===== config.mk =====
export PLATFORM = sky130hd
export DESIGN_NAME = ptw_ram
export DESIGN_NICKNAME = d
export VERILOG_FILES = /design/src/design/ptw_ram.sv
export SDC_FILE = /design/constraint.sdc
export NUM_CORES = 2
export LEC_CHECK = 0
export BUFFER_PORTS_ARGS = -buffer_cell sky130_fd_sc_hd__buf_2
export CAP_MARGIN = 20
export CORE_MARGIN = 3
export CORE_UTILIZATION = 55
export DETAILED_ROUTE_END_ITERATION = 8
export PLACE_DENSITY = 0.73
export SETUP_SLACK_MARGIN = 0.5
export SLEW_MARGIN = 20
export SYNTH_ARGS = -nofsm -noshare
export SYNTH_HDL_FRONTEND = slang
export SYNTH_SLANG_ARGS = --single-unit

===== constraint.sdc =====
create_clock -name clk -period 6.4 [get_ports clk]
set_input_delay 1.6 -clock clk [delete_from_list [all_inputs] [get_ports clk]]
set_output_delay 1.6 -clock clk [all_outputs]
set_load 0.1 [all_outputs]

===== src/design/ptw_ram.sv =====
// Generic single-write, single-read RAM with registered read data.
module ptw_ram #(
    parameter int WIDTH = 8,
    parameter int DEPTH = 256,
    parameter int AW    = $clog2(DEPTH)
) (
    input  logic             clk,
    input  logic             we,
    input  logic [AW-1:0]    waddr,
    input  logic [WIDTH-1:0] wdata,
    input  logic [AW-1:0]    raddr,
    output logic [WIDTH-1:0] rdata
);

    logic [WIDTH-1:0] mem [DEPTH];

    always_ff @(posedge clk)
    begin
        if (we)
        begin
            mem[waddr] <= wdata;
        end
        rdata <= mem[raddr];
    end

endmodule


==> impl_metrics.xml <==
<?xml version="1.0" encoding="UTF-8"?>
<metrics>
  <group name="timing">
    <metric name="slew_headroom" unit="">0.195</metric>
    <metric name="finalCriticalPeriod" unit="ns">4.45</metric>
    <metric name="worst_clock_skew" unit="ns">0.0159</metric>
    <metric name="maxClockFrequency" unit="MHz">225</metric>
    <metric name="fin_setup_tns" unit="ns">0</metric>
    <metric name="timing.final.max_slew_violations" unit="">0</metric>
    <metric name="rsz_0062_raised_after_global_routing" unit="">no</metric>
    <metric name="worst_hold_slack" unit="ns">0.993</metric>
    <metric name="finalHoldViolCount" unit="">0</metric>
    <metric name="setup_viol_count_final" unit="">0</metric>
    <metric name="final_worst_path_setup_slack" unit="ns">1.95</metric>
    <metric name="final.period_utilization" unit="">0.696</metric>
    <metric name="timing_worst_slew_pin_value" unit="ns">1.20</metric>
  </group>
  <group name="setup_path">
    <metric name="timing.critical_path.arrival" unit="ns">5.11</metric>
    <metric name="timing.critical_path.fanout_max" unit="">48</metric>
    <metric name="critical_path_class" unit="">in -&gt; reg</metric>
    <metric name="startpoint_kind_of_the_worst_setup_timing_path" unit="">input port</metric>
    <metric name="reg2regPathDepth" unit="">6</metric>
    <metric name="critPathRequiredTime" unit="ns">7.06</metric>
    <metric name="rrSetupSlack" unit="ns">3.52</metric>
    <metric name="r2r-end" unit="">rdata[6]$_DFF_P_</metric>
    <metric name="endpoint_kind" unit="">flip-flop</metric>
    <metric name="reg2reg_from" unit="">mem[235][6]$_DFFE_PP_</metric>
  </group>
  <group name="placed_design">
    <metric name="placement.io_buffers" unit="">33</metric>
    <metric name="dpl_cell_area" unit="um^2">81700</metric>
    <metric name="place_worst_setup_slack" unit="ns">1.36</metric>
    <metric name="globalplace.congestion" unit="">0.918</metric>
    <metric name="dp_hpwl" unit="mm">112</metric>
    <metric name="placed_cell_count" unit="">5518</metric>
  </group>
  <group name="routing">
    <metric name="routed_via_density" unit="">6.66</metric>
    <metric name="antenna_viol_nets_final" unit="">0</metric>
    <metric name="totalWireLength" unit="mm">190</metric>
    <metric name="wl_per_cell" unit="um">32.4</metric>
    <metric name="detailedRoute.firstPassIterationCount" unit="">7</metric>
    <metric name="total_via_count_in_the_routed_design" unit="">39200</metric>
    <metric name="detail_route.iter0.violations" unit="">5573</metric>
    <metric name="drc_errors" unit="">0</metric>
  </group>
  <group name="cts">
    <metric name="post-cts-setup-buffer-count" unit="">0</metric>
    <metric name="cts_max_path_buffers" unit="">3</metric>
    <metric name="clock_tree.root_cell" unit="">sky130_fd_sc_hd__clkbuf_16</metric>
    <metric name="post_cts_resize_count" unit="">0</metric>
    <metric name="hold_buffer_count_at_cts" unit="">0</metric>
    <metric name="tritoncts_clock_tree" unit="">done</metric>
    <metric name="h_tree_depth" unit="">4</metric>
    <metric name="clock_insertion_delay_worst_skew" unit="ns">0.81</metric>
    <metric name="cts_inserted_buffers" unit="">194</metric>
    <metric name="clock-sinks" unit="">2056</metric>
    <metric name="clk_pin_slew" unit="ns">0.06</metric>
  </group>
  <group name="synth">
    <metric name="ys_ff_latch" unit="">2056</metric>
    <metric name="synth.yosys.seq_area_share" unit="">0.775</metric>
    <metric name="count_of_flip_flops_with_a_built_in_enable_after_synthesis" unit="">2048</metric>
    <metric name="postSynthCellCount" unit="">3733</metric>
    <metric name="synth_area_per_cell" unit="um^2">21.3</metric>
    <metric name="post_synth_num_cell_types" unit="">55</metric>
    <metric name="syn-num-nets" unit="">3759</metric>
    <metric name="yosysTopAreaCellShare" unit="">0.773</metric>
    <metric name="synthFlopType" unit="">sky130_fd_sc_hd__edfxtp_1</metric>
    <metric name="asyncSetResetFlopFracSynth" unit="">0</metric>
    <metric name="yosys_warnings" unit="">0</metric>
    <metric name="mappedNetlistArea" unit="um^2">79600</metric>
    <metric name="ys_top_cells_by_area" unit="">sky130_fd_sc_hd__edfxtp_1 (77%), sky130_fd_sc_hd__mux4_2 (13%), sky130_fd_sc_hd__mux2i_1 (1.7%)</metric>
    <metric name="yosys.area.top_type" unit="">sky130_fd_sc_hd__edfxtp_1</metric>
  </group>
  <group name="worst_hold_path">
    <metric name="holdPathStages" unit="">6</metric>
    <metric name="holdCritPathClass" unit="">reg -&gt; reg</metric>
    <metric name="holdPathEnd" unit="">rdata[5]$_DFF_P_</metric>
    <metric name="min-delay-start" unit="">mem[32][5]$_DFFE_PP_</metric>
  </group>
  <group name="power">
    <metric name="power_density_cells" unit="nW/um^2">315</metric>
    <metric name="power.static_leakage" unit="nW">27.1</metric>
    <metric name="fin_total_pwr" unit="mW">27.7</metric>
    <metric name="vdd_ir_drop_max" unit="uV">312</metric>
  </group>
  <group name="die">
    <metric name="boundaryPins" unit="">34</metric>
    <metric name="dieArea" unit="um^2">149000</metric>
    <metric name="placeable_area" unit="um^2">143000</metric>
    <metric name="starting_density_of_the_core" unit="">0.558</metric>
    <metric name="floorplan.die.width" unit="um">386</metric>
    <metric name="die-height" unit="um">386</metric>
    <metric name="fp-row-count" unit="">138</metric>
  </group>
  <group name="grt">
    <metric name="grt_start_max_net_pins" unit="">225</metric>
    <metric name="number_of_antenna_violations_at_the_first_check_in_global_routing" unit="">16</metric>
    <metric name="grt_first_pass_wirelength" unit="mm">276</metric>
    <metric name="global_route_total_overflow" unit="">0</metric>
    <metric name="groute.usage.overall" unit="">0.260</metric>
    <metric name="first_global_vias" unit="">38800</metric>
  </group>
  <group name="finish">
    <metric name="final_util" unit="">0.618</metric>
    <metric name="post-route-cell-area" unit="um^2">88100</metric>
    <metric name="finalNetCount" unit="">3851</metric>
    <metric name="drive_gt1_frac" unit="">0.222</metric>
    <metric name="synthToLayoutAreaGrowth" unit="%">10.8</metric>
    <metric name="most-common-layout-cells" unit="">sky130_fd_sc_hd__edfxtp_1 (2048), sky130_fd_sc_hd__mux4_2 (454), sky130_fd_sc_hd__nor2_1 (278)</metric>
    <metric name="leading_cell_type_in_the_layout_fill_and_taps_excluded" unit="">sky130_fd_sc_hd__edfxtp_1</metric>
    <metric name="finalNonFillerCells" unit="">5887</metric>
  </group>
  <group name="run">
    <metric name="maxCapViolations" unit="">0</metric>
  </group>
  <group name="run_status">
    <metric name="run_status" unit="">completed</metric>
  </group>
</metrics>
==> critical path: stages <==
cell	delay (ns)
sky130_fd_sc_hd__buf_8	0.52
sky130_fd_sc_hd__buf_4	0.45
sky130_fd_sc_hd__mux4_2	0.60
sky130_fd_sc_hd__o311ai_0	0.31
sky130_fd_sc_hd__o22ai_1	0.27
sky130_fd_sc_hd__nor4_1	0.97
sky130_fd_sc_hd__buf_4	0.25
sky130_fd_sc_hd__nor4_2	0.04
==> metal layers <==
layer  GRT usage  vias up  share of wire
met2       0.396     2358           0.48
met4      0.0876       16          0.034
met3      0.0691      389           0.11
li1            -    15900              -
met5           0        -        0.00082
met1       0.372    20500           0.38
==> area by class of cell <==
class / instances / area (um^2)
Multi-Input combinational cell: 1442 / 16500
Fill cell: 9563 / 54500
Inverter: 2 / 7.51
Antenna cell: 9 / 22.5
Clock buffer: 238 / 5100
Clock inverter: 121 / 1240
Sequential cell: 2056 / 61700
Timing Repair Buffer: 129 / 1230
Tap cell: 1890 / 2360
==> power breakdown <==
group          switching (mW)  leakage [nW]  internal [mW]
Clock                    4.87          3.09           6.61
Combinational           0.939          5.51          0.445
Sequential             0.0361          18.5           14.8
==> logic make-up after synthesis <==
group           share of synthesized area
simple gates                       0.0263
flops                               0.775
buf+inv                            0.0183
mux                                 0.146
compound gates                     0.0342
==> state kept, by name, summed over array words and instances (netlist names) <==
name / flops
rdata: 8
mem: 2048
==> synthesized netlist by cell type (31+ instances only) <==
cell type and instances:
sky130_fd_sc_hd__a21oi_1 96, sky130_fd_sc_hd__nor2_1 282, sky130_fd_sc_hd__buf_2 31, sky130_fd_sc_hd__nand2_1 33, sky130_fd_sc_hd__mux4_2 454, sky130_fd_sc_hd__nor2b_1 31
sky130_fd_sc_hd__mux2i_1 134, sky130_fd_sc_hd__o221ai_1 46, sky130_fd_sc_hd__edfxtp_1 2048, sky130_fd_sc_hd__clkbuf_1 111, sky130_fd_sc_hd__nand3_1 34, sky130_fd_sc_hd__a22oi_1 133
==> worst max path at each step <==
stage                         from               end  cells past startpoint
final                     raddr[0]  rdata[6]$_DFF_P_                      8
after global routing      raddr[0]  rdata[6]$_DFF_P_                      8
after CTS                 raddr[0]  rdata[6]$_DFF_P_                      8
after detailed placement  raddr[0]  rdata[6]$_DFF_P_                      8
after global placement    raddr[0]  rdata[7]$_DFF_P_                      7
after floorplan           raddr[0]  rdata[2]$_DFF_P_                      9
(Power assumes the default switching activity.)
